File: config.mk
export PLATFORM = sky130hd
export DESIGN_NAME = rssi_beacon_homing_controller
export DESIGN_NICKNAME = d
export VERILOG_FILES = /design/src/hdl/rbh_pkg.sv /design/src/hdl/rssi_beacon_homing_controller.sv /design/src/hdl/rbh_cfg.sv /design/src/hdl/rbh_step.sv
export SDC_FILE = /design/constraint.sdc
export NUM_CORES = 1
export LEC_CHECK = 0
export BUFFER_PORTS_ARGS = -buffer_cell sky130_fd_sc_hd__buf_4
export CAP_MARGIN = 15
export CELL_PAD_IN_SITES_DETAIL_PLACEMENT = 1
export CELL_PAD_IN_SITES_GLOBAL_PLACEMENT = 1
export CORE_ASPECT_RATIO = 0.8
export CORE_MARGIN = 2
export CORE_UTILIZATION = 30
export DETAILED_ROUTE_END_ITERATION = 6
export HOLD_SLACK_MARGIN = 0.12
export PLACE_DENSITY_LB_ADDON = 0.3
export SETUP_SLACK_MARGIN = 0.02
export SYNTH_ARGS = -nofsm -noshare
export SYNTH_HDL_FRONTEND = slang
export SYNTH_SLANG_ARGS = --single-unit
File: constraint.sdc
create_clock -name clk_i -period 16.38 [get_ports clk_i]
set_input_delay 0 -clock clk_i [delete_from_list [all_inputs] [get_ports clk_i]]
set_output_delay 0 -clock clk_i [all_outputs]
set_load 0.005 [all_outputs]
File: src/hdl/rbh_pkg.sv
// Shared types, constants and helpers for the RSSI beacon homing controller.
// Used by rbh_cfg, rbh_step and the top level; depends on nothing else.

package rbh_pkg;

  // Homing state, one-hot.
  typedef enum logic [5:0] {
    MODE_IDLE       = 6'b000001,
    MODE_SEEK_LEFT  = 6'b000010,
    MODE_SEEK_RIGHT = 6'b000100,
    MODE_DRIVE      = 6'b001000,
    MODE_ARRIVED    = 6'b010000,
    MODE_ABORT      = 6'b100000
  } mode_e;

  // Mode codes as they appear on the result bus.
  localparam logic [2:0] MODE_CODE_IDLE       = 3'd0;
  localparam logic [2:0] MODE_CODE_SEEK_LEFT  = 3'd1;
  localparam logic [2:0] MODE_CODE_SEEK_RIGHT = 3'd2;
  localparam logic [2:0] MODE_CODE_DRIVE      = 3'd3;
  localparam logic [2:0] MODE_CODE_ARRIVED    = 3'd4;
  localparam logic [2:0] MODE_CODE_ABORT      = 3'd5;

  typedef enum logic [1:0] {
    HEAD_STRAIGHT = 2'd0,
    HEAD_LEFT     = 2'd1,
    HEAD_RIGHT    = 2'd2
  } heading_e;

  // Request commands.
  localparam logic [1:0] CMD_REQUEST = 2'd1;
  localparam logic [1:0] CMD_CANCEL  = 2'd2;

  // Auto-return reasons.
  localparam logic [1:0] AR_NONE    = 2'd0;
  localparam logic [1:0] AR_SILENCE = 2'd1;
  localparam logic [1:0] AR_WEAK    = 2'd2;

  // Configuration register indexes.
  localparam int unsigned CFG_IDX_W = 3;
  localparam logic [CFG_IDX_W-1:0] REG_LOST_RSSI    = 3'd0;
  localparam logic [CFG_IDX_W-1:0] REG_WEAK_RSSI    = 3'd1;
  localparam logic [CFG_IDX_W-1:0] REG_CLOSE_RSSI   = 3'd2;
  localparam logic [CFG_IDX_W-1:0] REG_DRIVE_SPEED  = 3'd3;
  localparam logic [CFG_IDX_W-1:0] REG_SPIN_SPEED   = 3'd4;
  localparam logic [CFG_IDX_W-1:0] REG_NEAR_SPEED   = 3'd5;
  localparam logic [CFG_IDX_W-1:0] REG_BEACON_TMO   = 3'd6;
  localparam logic [CFG_IDX_W-1:0] REG_STRAY_SILENT = 3'd7;

  // Fixed timing and level constants.
  localparam logic signed [7:0] RSSI_FLOOR         = -8'sd100;
  localparam logic [31:0]       NO_BEACON_ABORT_MS = 32'd10000;
  localparam logic [31:0]       LOST_GRACE_MS      = 32'd500;
  localparam logic [31:0]       SPIN_PHASE_MS      = 32'd1200;
  localparam logic [31:0]       WEAK_HOLD_MS       = 32'd3000;
  localparam logic signed [8:0] DIR_MARGIN         = 9'sd2;

  typedef struct packed {
    logic signed [7:0] lost_rssi;
    logic signed [7:0] weak_rssi;
    logic signed [7:0] close_rssi;
    logic [7:0]        drive_speed;
    logic [7:0]        spin_speed;
    logic [7:0]        near_speed;
    logic [15:0]       beacon_timeout;
    logic [15:0]       stray_silence;
  } cfg_t;

  typedef struct packed {
    logic [31:0]       now;
    logic [1:0]        cmd;
    logic              beacon_valid;
    logic signed [7:0] rssi;
    logic              beam_present;
  } item_t;

  typedef struct packed {
    mode_e             mode;
    logic              request;
    logic signed [7:0] recent_rssi;
    logic [31:0]       beacon_time;
    logic              ever_heard;
    logic signed [7:0] peak_rssi;
    logic signed [7:0] left_peak_rssi;
    heading_e          heading;
    logic [31:0]       phase_start;
    logic [31:0]       weak_start;
    logic              weak_running;
    logic signed [8:0] left_drive;
    logic signed [8:0] right_drive;
  } state_t;

  typedef struct packed {
    logic signed [8:0] motor_left;
    logic signed [8:0] motor_right;
    logic              motor_valid;
    logic              update_flag;
    logic [2:0]        mode;
    logic              requested;
    logic              active;
    logic [1:0]        auto_return;
  } result_t;

  localparam state_t STATE_RESET = '{
    mode:           MODE_IDLE,
    request:        1'b0,
    recent_rssi:    RSSI_FLOOR,
    beacon_time:    32'd0,
    ever_heard:     1'b0,
    peak_rssi:      RSSI_FLOOR,
    left_peak_rssi: RSSI_FLOOR,
    heading:        HEAD_STRAIGHT,
    phase_start:    32'd0,
    weak_start:     32'd0,
    weak_running:   1'b0,
    left_drive:     9'sd0,
    right_drive:    9'sd0
  };

  function automatic logic [2:0] mode_code(mode_e m);
    logic [2:0] code;
    unique case (m)
      MODE_IDLE:       code = MODE_CODE_IDLE;
      MODE_SEEK_LEFT:  code = MODE_CODE_SEEK_LEFT;
      MODE_SEEK_RIGHT: code = MODE_CODE_SEEK_RIGHT;
      MODE_DRIVE:      code = MODE_CODE_DRIVE;
      MODE_ARRIVED:    code = MODE_CODE_ARRIVED;
      MODE_ABORT:      code = MODE_CODE_ABORT;
      default:         code = MODE_CODE_IDLE;
    endcase
    return code;
  endfunction

endpackage

File: src/hdl/rssi_beacon_homing_controller.sv
// RSSI beacon homing controller: input stage, controller state, result register.
// Throughput: one event per clock while the result side is not stalled; the
// single-pass step logic (three 32-bit elapsed-time subtractors feeding
// compares) sets the clock, not the rate.
// Reset (rst_ni low, asynchronous) empties both stages, restores the config
// defaults and puts the controller idle with no beacon heard.

module rssi_beacon_homing_controller (
  input  logic        clk_i,
  input  logic        rst_ni,

  // Event stream.
  input  logic        s_axis_tvalid,
  output logic        s_axis_tready,
  // tdata: now_ms[31:0], request_cmd[33:32], beacon_valid[34], rssi[42:35],
  // beam_present[43], zero fill[47:44].
  input  logic [47:0] s_axis_tdata,

  // Result stream.
  output logic        m_axis_tvalid,
  input  logic        m_axis_tready,
  // tdata: motor_left[8:0], motor_right[17:9], motor_valid[18], update_flag[19],
  // mode[22:20], requested_out[23], active_out[24], auto_return[26:25],
  // zero fill[31:27].
  output logic [31:0] m_axis_tdata,

  // Configuration writes.
  input  logic                          cfg_we_i,
  input  logic [rbh_pkg::CFG_IDX_W-1:0] cfg_addr_i,
  input  logic [15:0]                   cfg_data_i
);

  rbh_pkg::cfg_t    cfg;
  rbh_pkg::item_t   in_item_q;
  logic             in_valid_q;
  rbh_pkg::state_t  state_q;
  rbh_pkg::state_t  state_d;
  rbh_pkg::result_t result_d;
  rbh_pkg::result_t out_q;
  logic             out_valid_q;
  logic             advance;
  logic             in_take;

  rbh_cfg u_cfg (
    .clk_i      (clk_i),
    .rst_ni     (rst_ni),
    .cfg_we_i   (cfg_we_i),
    .cfg_addr_i (cfg_addr_i),
    .cfg_data_i (cfg_data_i),
    .cfg_o      (cfg)
  );

  // The result register moves whenever it is empty or being drained, so the
  // input register can refill in the same cycle it hands its event on.
  assign advance       = !out_valid_q || m_axis_tready;
  assign s_axis_tready = !in_valid_q || advance;
  assign in_take       = s_axis_tvalid && s_axis_tready;

  always_ff @(posedge clk_i or negedge rst_ni) begin
    if (!rst_ni) begin
      in_valid_q <= 1'b0;
    end else if (in_take) begin
      in_valid_q <= 1'b1;
    end else if (advance) begin
      in_valid_q <= 1'b0;
    end
  end

  always_ff @(posedge clk_i) begin
    if (in_take) begin
      in_item_q.now          <= s_axis_tdata[31:0];
      in_item_q.cmd          <= s_axis_tdata[33:32];
      in_item_q.beacon_valid <= s_axis_tdata[34];
      in_item_q.rssi         <= s_axis_tdata[42:35];
      in_item_q.beam_present <= s_axis_tdata[43];
    end
  end

  // The four sub-steps of one event run in one pass, each on the state the last left.
  rbh_step u_step (
    .item_i   (in_item_q),
    .state_i  (state_q),
    .cfg_i    (cfg),
    .state_o  (state_d),
    .result_o (result_d)
  );

  // Controller state commits only when its event moves into the result register.
  always_ff @(posedge clk_i or negedge rst_ni) begin
    if (!rst_ni) begin
      state_q     <= rbh_pkg::STATE_RESET;
      out_valid_q <= 1'b0;
    end else if (advance) begin
      out_valid_q <= in_valid_q;
      if (in_valid_q) begin
        state_q <= state_d;
      end
    end
  end

  always_ff @(posedge clk_i) begin
    if (advance && in_valid_q) begin
      out_q <= result_d;
    end
  end

  assign m_axis_tvalid = out_valid_q;
  assign m_axis_tdata  = {5'd0, out_q.auto_return, out_q.active, out_q.requested,
                          out_q.mode, out_q.update_flag, out_q.motor_valid,
                          out_q.motor_right, out_q.motor_left};

`ifndef NO_ASSERTIONS
  // A held event must not be lost or altered while the result side stalls.
  a_in_hold: assert property (@(posedge clk_i) disable iff (!rst_ni)
    in_valid_q && !advance |=> in_valid_q && $stable(in_item_q))
    else $error("input event dropped or changed during stall");

  // Auto-return always leaves a pending request behind.
  a_ar_req: assert property (@(posedge clk_i) disable iff (!rst_ni)
    out_valid_q && (out_q.auto_return != rbh_pkg::AR_NONE) |-> out_q.requested)
    else $error("auto-return without request");

  // Arrived is sticky for the update step, which then reports success.
  a_arrived_upd: assert property (@(posedge clk_i) disable iff (!rst_ni)
    out_valid_q && (out_q.mode == rbh_pkg::MODE_CODE_ARRIVED) |-> out_q.update_flag)
    else $error("arrived without update flag");

  // In arrived or abort the motors are stopped.
  a_stop_motors: assert property (@(posedge clk_i) disable iff (!rst_ni)
    out_valid_q && ((out_q.mode == rbh_pkg::MODE_CODE_ARRIVED) ||
                    (out_q.mode == rbh_pkg::MODE_CODE_ABORT))
    |-> (out_q.motor_left == 9'sd0) && (out_q.motor_right == 9'sd0))
    else $error("motors running in a terminal mode");
`endif

endmodule

File: src/hdl/rbh_cfg.sv
// Configuration register file of the homing controller.
// Depends on rbh_pkg for the register indexes and the cfg_t layout.

module rbh_cfg (
  input  logic                              clk_i,
  input  logic                              rst_ni,
  input  logic                              cfg_we_i,
  input  logic [rbh_pkg::CFG_IDX_W-1:0]     cfg_addr_i,
  input  logic [15:0]                       cfg_data_i,
  output rbh_pkg::cfg_t                     cfg_o
);

  rbh_pkg::cfg_t cfg_q;

  always_ff @(posedge clk_i or negedge rst_ni) begin
    if (!rst_ni) begin
      cfg_q.lost_rssi      <= -8'sd75;
      cfg_q.weak_rssi      <= -8'sd85;
      cfg_q.close_rssi     <= -8'sd55;
      cfg_q.drive_speed    <= 8'd120;
      cfg_q.spin_speed     <= 8'd80;
      cfg_q.near_speed     <= 8'd60;
      cfg_q.beacon_timeout <= 16'd3000;
      cfg_q.stray_silence  <= 16'd5000;
    end else if (cfg_we_i) begin
      unique case (cfg_addr_i)
        rbh_pkg::REG_LOST_RSSI:    cfg_q.lost_rssi      <= cfg_data_i[7:0];
        rbh_pkg::REG_WEAK_RSSI:    cfg_q.weak_rssi      <= cfg_data_i[7:0];
        rbh_pkg::REG_CLOSE_RSSI:   cfg_q.close_rssi     <= cfg_data_i[7:0];
        rbh_pkg::REG_DRIVE_SPEED:  cfg_q.drive_speed    <= cfg_data_i[7:0];
        rbh_pkg::REG_SPIN_SPEED:   cfg_q.spin_speed     <= cfg_data_i[7:0];
        rbh_pkg::REG_NEAR_SPEED:   cfg_q.near_speed     <= cfg_data_i[7:0];
        rbh_pkg::REG_BEACON_TMO:   cfg_q.beacon_timeout <= cfg_data_i;
        rbh_pkg::REG_STRAY_SILENT: cfg_q.stray_silence  <= cfg_data_i;
        default: begin
        end
      endcase
    end
  end

  assign cfg_o = cfg_q;

endmodule

File: src/hdl/rbh_step.sv
// Combinational next-state and result logic for one event of the homing controller.
// Depends on rbh_pkg for the state, item, configuration and result types.

module rbh_step (
  input  rbh_pkg::item_t  item_i,
  input  rbh_pkg::state_t state_i,
  input  rbh_pkg::cfg_t   cfg_i,
  output rbh_pkg::state_t state_o,
  output rbh_pkg::result_t result_o
);

  rbh_pkg::state_t   nx;
  logic              upd;
  logic [1:0]        ar;
  logic              phase_now;
  logic              wstart_now;
  logic [31:0]       d_phase_old;
  logic [31:0]       d_beacon_old;
  logic [31:0]       d_weak_old;
  logic [31:0]       d_phase;
  logic [31:0]       d_beacon;
  logic [31:0]       d_weak;
  logic              abort_hit;
  logic              silent_hit;
  logic              weak_hit;
  logic [8:0]        spin9;
  logic [8:0]        speed9;
  logic              nx_active;

  // Elapsed times against the stored timestamps, all modulo 2^32.
  assign d_phase_old  = item_i.now - state_i.phase_start;
  assign d_beacon_old = item_i.now - state_i.beacon_time;
  assign d_weak_old   = item_i.now - state_i.weak_start;

  // A request from idle restarts the phase timer, and a first weak beacon starts
  // the weak timer; both depend only on the stored state, the event and the config.
  assign phase_now  = (item_i.cmd == rbh_pkg::CMD_REQUEST) &&
                      (state_i.mode == rbh_pkg::MODE_IDLE);
  assign wstart_now = item_i.beacon_valid && (item_i.rssi < cfg_i.weak_rssi) &&
                      !state_i.weak_running;

  // A timestamp captured by this same event has zero elapsed time.
  assign d_phase  = phase_now ? 32'd0 : d_phase_old;
  assign d_beacon = item_i.beacon_valid ? 32'd0 : d_beacon_old;
  assign d_weak   = wstart_now ? 32'd0 : d_weak_old;

  assign spin9 = {1'b0, cfg_i.spin_speed};

  always_comb begin
    nx         = state_i;
    upd        = 1'b0;
    ar         = rbh_pkg::AR_NONE;
    abort_hit  = 1'b0;
    silent_hit = 1'b0;
    weak_hit   = 1'b0;
    speed9     = 9'd0;
    nx_active  = 1'b0;

    // Request or cancel.
    case (item_i.cmd)
      rbh_pkg::CMD_REQUEST: begin
        nx.request = 1'b1;
        if (nx.mode == rbh_pkg::MODE_IDLE) begin
          nx.mode        = rbh_pkg::MODE_SEEK_LEFT;
          nx.phase_start = item_i.now;
          nx.peak_rssi   = nx.recent_rssi;
        end
      end
      rbh_pkg::CMD_CANCEL: begin
        nx.request = 1'b0;
        nx.mode    = rbh_pkg::MODE_IDLE;
      end
      default: begin
      end
    endcase

    // Beacon report.
    if (item_i.beacon_valid) begin
      nx.recent_rssi = item_i.rssi;
      nx.beacon_time = item_i.now;
      nx.ever_heard  = 1'b1;
      if (item_i.rssi < cfg_i.weak_rssi) begin
        if (!nx.weak_running) begin
          nx.weak_running = 1'b1;
          nx.weak_start   = item_i.now;
        end
      end else begin
        nx.weak_running = 1'b0;
      end
    end

    // Homing update.
    if (nx.request || (nx.mode != rbh_pkg::MODE_IDLE)) begin
      nx.left_drive  = 9'sd0;
      nx.right_drive = 9'sd0;
      abort_hit = nx.ever_heard ? (d_beacon > {16'd0, cfg_i.beacon_timeout})
                                : (d_phase > rbh_pkg::NO_BEACON_ABORT_MS);
      if ((nx.mode == rbh_pkg::MODE_ARRIVED) || (nx.mode == rbh_pkg::MODE_ABORT)) begin
        upd = (nx.mode == rbh_pkg::MODE_ARRIVED);
      end else if (abort_hit) begin
        nx.mode    = rbh_pkg::MODE_ABORT;
        nx.request = 1'b0;
        upd        = 1'b1;
      end else if (item_i.beam_present) begin
        nx.mode    = rbh_pkg::MODE_ARRIVED;
        nx.request = 1'b0;
        upd        = 1'b1;
      end else if ((nx.mode == rbh_pkg::MODE_SEEK_LEFT) ||
                   (nx.mode == rbh_pkg::MODE_SEEK_RIGHT)) begin
        if (nx.recent_rssi > nx.peak_rssi) begin
          nx.peak_rssi = nx.recent_rssi;
        end
        if (d_phase >= rbh_pkg::SPIN_PHASE_MS) begin
          if (nx.mode == rbh_pkg::MODE_SEEK_LEFT) begin
            nx.left_peak_rssi = nx.peak_rssi;
            nx.mode           = rbh_pkg::MODE_SEEK_RIGHT;
            nx.phase_start    = item_i.now;
            nx.peak_rssi      = rbh_pkg::RSSI_FLOOR;
          end else begin
            if (9'(nx.peak_rssi) > 9'(nx.left_peak_rssi) + rbh_pkg::DIR_MARGIN) begin
              nx.heading = rbh_pkg::HEAD_RIGHT;
            end else if (9'(nx.left_peak_rssi) > 9'(nx.peak_rssi) + rbh_pkg::DIR_MARGIN) begin
              nx.heading = rbh_pkg::HEAD_LEFT;
            end else begin
              nx.heading = rbh_pkg::HEAD_STRAIGHT;
            end
            nx.mode        = rbh_pkg::MODE_DRIVE;
            nx.phase_start = item_i.now;
          end
        end
        if (nx.mode == rbh_pkg::MODE_SEEK_LEFT) begin
          nx.left_drive  = $signed(9'd0 - spin9);
          nx.right_drive = $signed(spin9);
        end else begin
          nx.left_drive  = $signed(spin9);
          nx.right_drive = $signed(9'd0 - spin9);
        end
        upd = 1'b1;
      end else if (nx.mode == rbh_pkg::MODE_DRIVE) begin
        speed9 = (nx.recent_rssi >= cfg_i.close_rssi) ? {1'b0, cfg_i.near_speed}
                                                     : {1'b0, cfg_i.drive_speed};
        if ((nx.recent_rssi < cfg_i.lost_rssi) && (d_phase > rbh_pkg::LOST_GRACE_MS)) begin
          nx.mode        = rbh_pkg::MODE_SEEK_LEFT;
          nx.phase_start = item_i.now;
          nx.peak_rssi   = rbh_pkg::RSSI_FLOOR;
        end else begin
          case (nx.heading)
            rbh_pkg::HEAD_LEFT: begin
              nx.left_drive  = $signed(9'd0 - speed9);
              nx.right_drive = $signed(speed9);
            end
            rbh_pkg::HEAD_RIGHT: begin
              nx.left_drive  = $signed(speed9);
              nx.right_drive = $signed(9'd0 - speed9);
            end
            default: begin
              nx.left_drive  = $signed(speed9);
              nx.right_drive = $signed(speed9);
            end
          endcase
        end
        upd = 1'b1;
      end
    end

    // Auto-return check.
    nx_active = (nx.mode == rbh_pkg::MODE_SEEK_LEFT) ||
                (nx.mode == rbh_pkg::MODE_SEEK_RIGHT) ||
                (nx.mode == rbh_pkg::MODE_DRIVE);
    if (!nx.request && !nx_active && nx.ever_heard) begin
      silent_hit = d_beacon > {16'd0, cfg_i.stray_silence};
      weak_hit   = nx.weak_running && (d_weak > rbh_pkg::WEAK_HOLD_MS);
      if (silent_hit || weak_hit) begin
        nx.request = 1'b1;
        if (nx.mode == rbh_pkg::MODE_IDLE) begin
          nx.mode        = rbh_pkg::MODE_SEEK_LEFT;
          nx.phase_start = item_i.now;
          nx.peak_rssi   = nx.recent_rssi;
        end
        if (silent_hit) begin
          ar = rbh_pkg::AR_SILENCE;
        end else begin
          nx.weak_running = 1'b0;
          ar = rbh_pkg::AR_WEAK;
        end
      end
    end
  end

  assign state_o = nx;

  assign result_o.motor_left  = nx.left_drive;
  assign result_o.motor_right = nx.right_drive;
  assign result_o.motor_valid = (nx.mode != rbh_pkg::MODE_IDLE) &&
                                (nx.mode != rbh_pkg::MODE_ABORT);
  assign result_o.update_flag = upd;
  assign result_o.mode        = rbh_pkg::mode_code(nx.mode);
  assign result_o.requested   = nx.request;
  assign result_o.active      = (nx.mode == rbh_pkg::MODE_SEEK_LEFT) ||
                                (nx.mode == rbh_pkg::MODE_SEEK_RIGHT) ||
                                (nx.mode == rbh_pkg::MODE_DRIVE);
  assign result_o.auto_return = ar;

endmodule
==> out/results.ini <==
[clocking]
clock-sinks=302
cts_resized=0
clockBufferDepth=3
cts_root_buf=clkbuf_16
cts_buffers=40
clkLatencyLatePin_ps=600
clk_pin_slew_ps=60
cts_tree=built
h-tree-depth=2

[grt]
use_met1_pct=27.3
track_usage_pct=18.4
grt_max_degree=126
grt_pass1_wl_mm=110
busiest_layer=met2
grt.overflow.total=0
grt_util_met2_pct=28.7
grtUsageMet3_pct=2.43
antenna_found_initial=0
grt_pass1_vias=19300

[drt]
routed_via_density=5.28
num_vias=18400
route.detailed.drc=0
routed_wl_mm=68.6
ant_nets=0
wl_per_cell_microns=19.7
firstDrtPassIters=5
drtIter0Drc=912

[synthesis]
yosysUniqueCellTypes=106
synth_edf_count=71
syn-mean-instance-area_sq_um=9.26
ys_ff_latch=302
syn_area_sq_mm=0.0217
yosysWarnings=0
async_flop_share_pct=76.5
ys.flop_type=dfrtp_1
synth_cells=2346
yosysSeqAreaShare_pct=36.7

[layout]
synthToLayoutAreaGrowth_pct=18.8
stdcell_count=3491
fin_nets=2770
drive_gt1_share_pct=15.8
diodes=0

[timing]
rsz0062_at_grt=no
hold_violations=0
slew_violations=0
finalCriticalPeriod_ps=7310
setup_viol=0
fin_setup_tns_ps=0
worst_slew_pin_slew_ps=1000
skew_ps=49.5
slew-limit-headroom_pct=32.9
fin_crit_sh_pct=44.6
holdWs_ps=92.0
fmax_mhz=137

[worst_setup_path]
criticalPathCategory=reg -> reg
critPathCaptureType=register
r2r_cells=23
r2r_setup_slack_ps=9070
path_common_cell=inv_1
reg2reg_from=in_item_q[12]$_DFFE_PP_
crit_required_ps=16820
arrival_ps=7740
crit_fanout=32
slowest_stage=a21o_4
timing.rr.end=state_q[74]$_DFFE_PN0P_
slowest_delay_ps=580
cp-start-kind=register
cp_cell_sequence=inv_1, ha_1, inv_1, fa_1, a211oi_1, o21ai_1, a22oi_1, nand2_1, xnor2_1, nor2_1, ha_1, nand4_1, nor2_1, o2bb2ai_1, a22o_1, a22oi_1, inv_1, a211oi_4, o221ai_1, a22oi_2, nand4_2, a21o_4, mux2_4

[place]
portBuffers=96
dp_hpwl_mm=51.3
dp_cells=3312
gp_congestion=0.872

[run]
drv_cap=0

[power]
vdd_ir_drop_max_uv=78.6
total_power_mw=4.27
powerDensity_mw_per_mm2=166
power_leakage_nw=11.2

[min_path]
hold_path.class=in -> async

[floorplan]
die_area_sq_mm=0.0746
start_util_pct=30.2
die_y_microns=245
core.rowCount=88
die_x_microns=305
core-area_sq_mm=0.0719
io_pins=106

[outcome]
outcome=finished clean

==> how the worst max path moves through the flow <==
| stage | from | end | slack, ps | cells past startpoint |
|---|---|---|---|---|
| floorplan | state_q[147]$_DFFE_PN0P_ | state_q[84]$_DFFE_PN0P_ | 11010 | 29 |
| global placement | in_item_q[12]$_DFFE_PP_ | state_q[51]$_DFFE_PN0P_ | 9270 | 23 |
| detailed placement | in_item_q[12]$_DFFE_PP_ | state_q[51]$_DFFE_PN0P_ | 9290 | 23 |
| CTS | in_item_q[12]$_DFFE_PP_ | state_q[74]$_DFFE_PN0P_ | 9180 | 23 |
| global route | in_item_q[12]$_DFFE_PP_ | state_q[53]$_DFFE_PN0P_ | 8630 | 23 |
| finish | in_item_q[12]$_DFFE_PP_ | state_q[74]$_DFFE_PN0P_ | 9070 | 23 |
==> flip-flops by register name, indices dropped and copies added, names as in the netlist <==
| signal | flops |
|---|---|
| state_q | 149 |
| in_valid_q | 1 |
| in_item_q | 44 |
| u_cfg.cfg_o | 80 |
| m_axis_tvalid | 1 |
| m_axis_tdata | 27 |
==> layout by cell type (no fill, tap or decap), types with 12 or more instances in the layout <==
cell type	n
edfxtp_1	71
a21o_1	39
o21a_1	32
inv_1	196
dlygate4sd3_1	105
a211oi_1	20
nand2_1	210
mux2_4	30
o21ai_0	175
and3_1	19
clkbuf_16	41
nor2b_1	25
xor2_1	27
or3_1	17
o21bai_1	12
ha_1	180
buf_4	107
xnor2_1	41
nor4_1	13
dfstp_2	49
nor3_1	32
nand4_1	45
mux2i_1	42
nand3_1	52
and2_1	14
nor2_1	168
a21oi_1	144
dfrtp_1	182
o211ai_1	20
mux2_2	105
and4_1	13
a22oi_1	12
o31ai_1	13
o21ai_1	12
a31oi_1	19
nand2b_1	31
==> per-layer routing <==
metal	vias to the layer above	wire length [microns]
met5	-	0
met4	0	905
met3	59	2600
met2	264	30000
met1	9239	35100
li1	8865	-
==> logic make-up after synthesis <==
kind of cell / Yosys count / share of synthesized area (%)
xor+xnor: 68 / 2.74
buf+inv: 289 / 5.29
flops: 302 / 36.7
simple gates: 693 / 15.9
other cells: 1 / 0.0173
fa+ha+maj: 183 / 10.6
compound gates: 628 / 19.0
mux: 182 / 9.72
==> cell usage after synthesis (15+ instances only) <==
cell type    n  area [sq um]
dfstp_2     49          1290
and2_1      15          93.8
inv_1      196           736
clkbuf_1    64           240
nand3_1     52           260
a21oi_1    144           721
edfxtp_1    71          2130
mux2_4      30           450
nor2_1     168           631
o21ai_0    175           876
xnor2_1     41           359
a21o_1      39           293
dfrtp_1    182          4550
nand4_1     45           282
nand2_1    210           788
and3_1      19           119
mux2_2     105          1180
nand2b_1    31           194
a31oi_1     19           119
xor2_1      27           236
o21a_1      32           240
nor3_1      33           165
mux2i_1     42           420
ha_1       180          2250
o211ai_1    20           150
a211oi_1    20           150
or3_1       17           106
nor2b_1     25           156
==> metrics by stage <==
stage / util [%] / cell area [sq um] / worst slack, ps
3_5_place_dp: 32.5 / 23400 / 9290
4_1_cts: 35.9 / 25800 / 9180
3_3_place_gp: 32.5 / 23400 / 9270
6_report: 35.9 / 25800 / 9070
2_1_floorplan: - / 21700 / 11010
5_1_grt: 35.9 / 25800 / 8630
==> power breakdown <==
group / switching, mW / internal (mW)
sequential: 0.122 / 0.981
clock: 0.384 / 0.555
combinational: 1.35 / 0.886
total: 1.85 / 2.42
==> area by class of cell <==
class | count | area [sq um]
multi-input combinational | 1759 | 12600
fill | 8202 | 46100
inverter | 197 | 739
tap | 945 | 1180
sequential | 302 | 7970
clock inverter | 23 | 312
clock buffer | 50 | 1080
timing repair buffer | 215 | 1900
==> critical path, delay by kind of cell (launching register included) <==
family | cells | cell delay [ps]
compound gates | 10 | 3490
simple gates | 5 | 1100
fa+ha+maj | 3 | 970
flops | 1 | 470
mux | 1 | 380
buf+inv | 3 | 360
xor+xnor | 1 | 320
==> repair_timing <==
item | CTS | global route
hold buffers | 105 | 0
setup buffers | 0 | 0
endpoints found under the hold margin | 243 | 0
setup endpoints to repair | 0 | 0
Power figures use the tool's default switching activity.
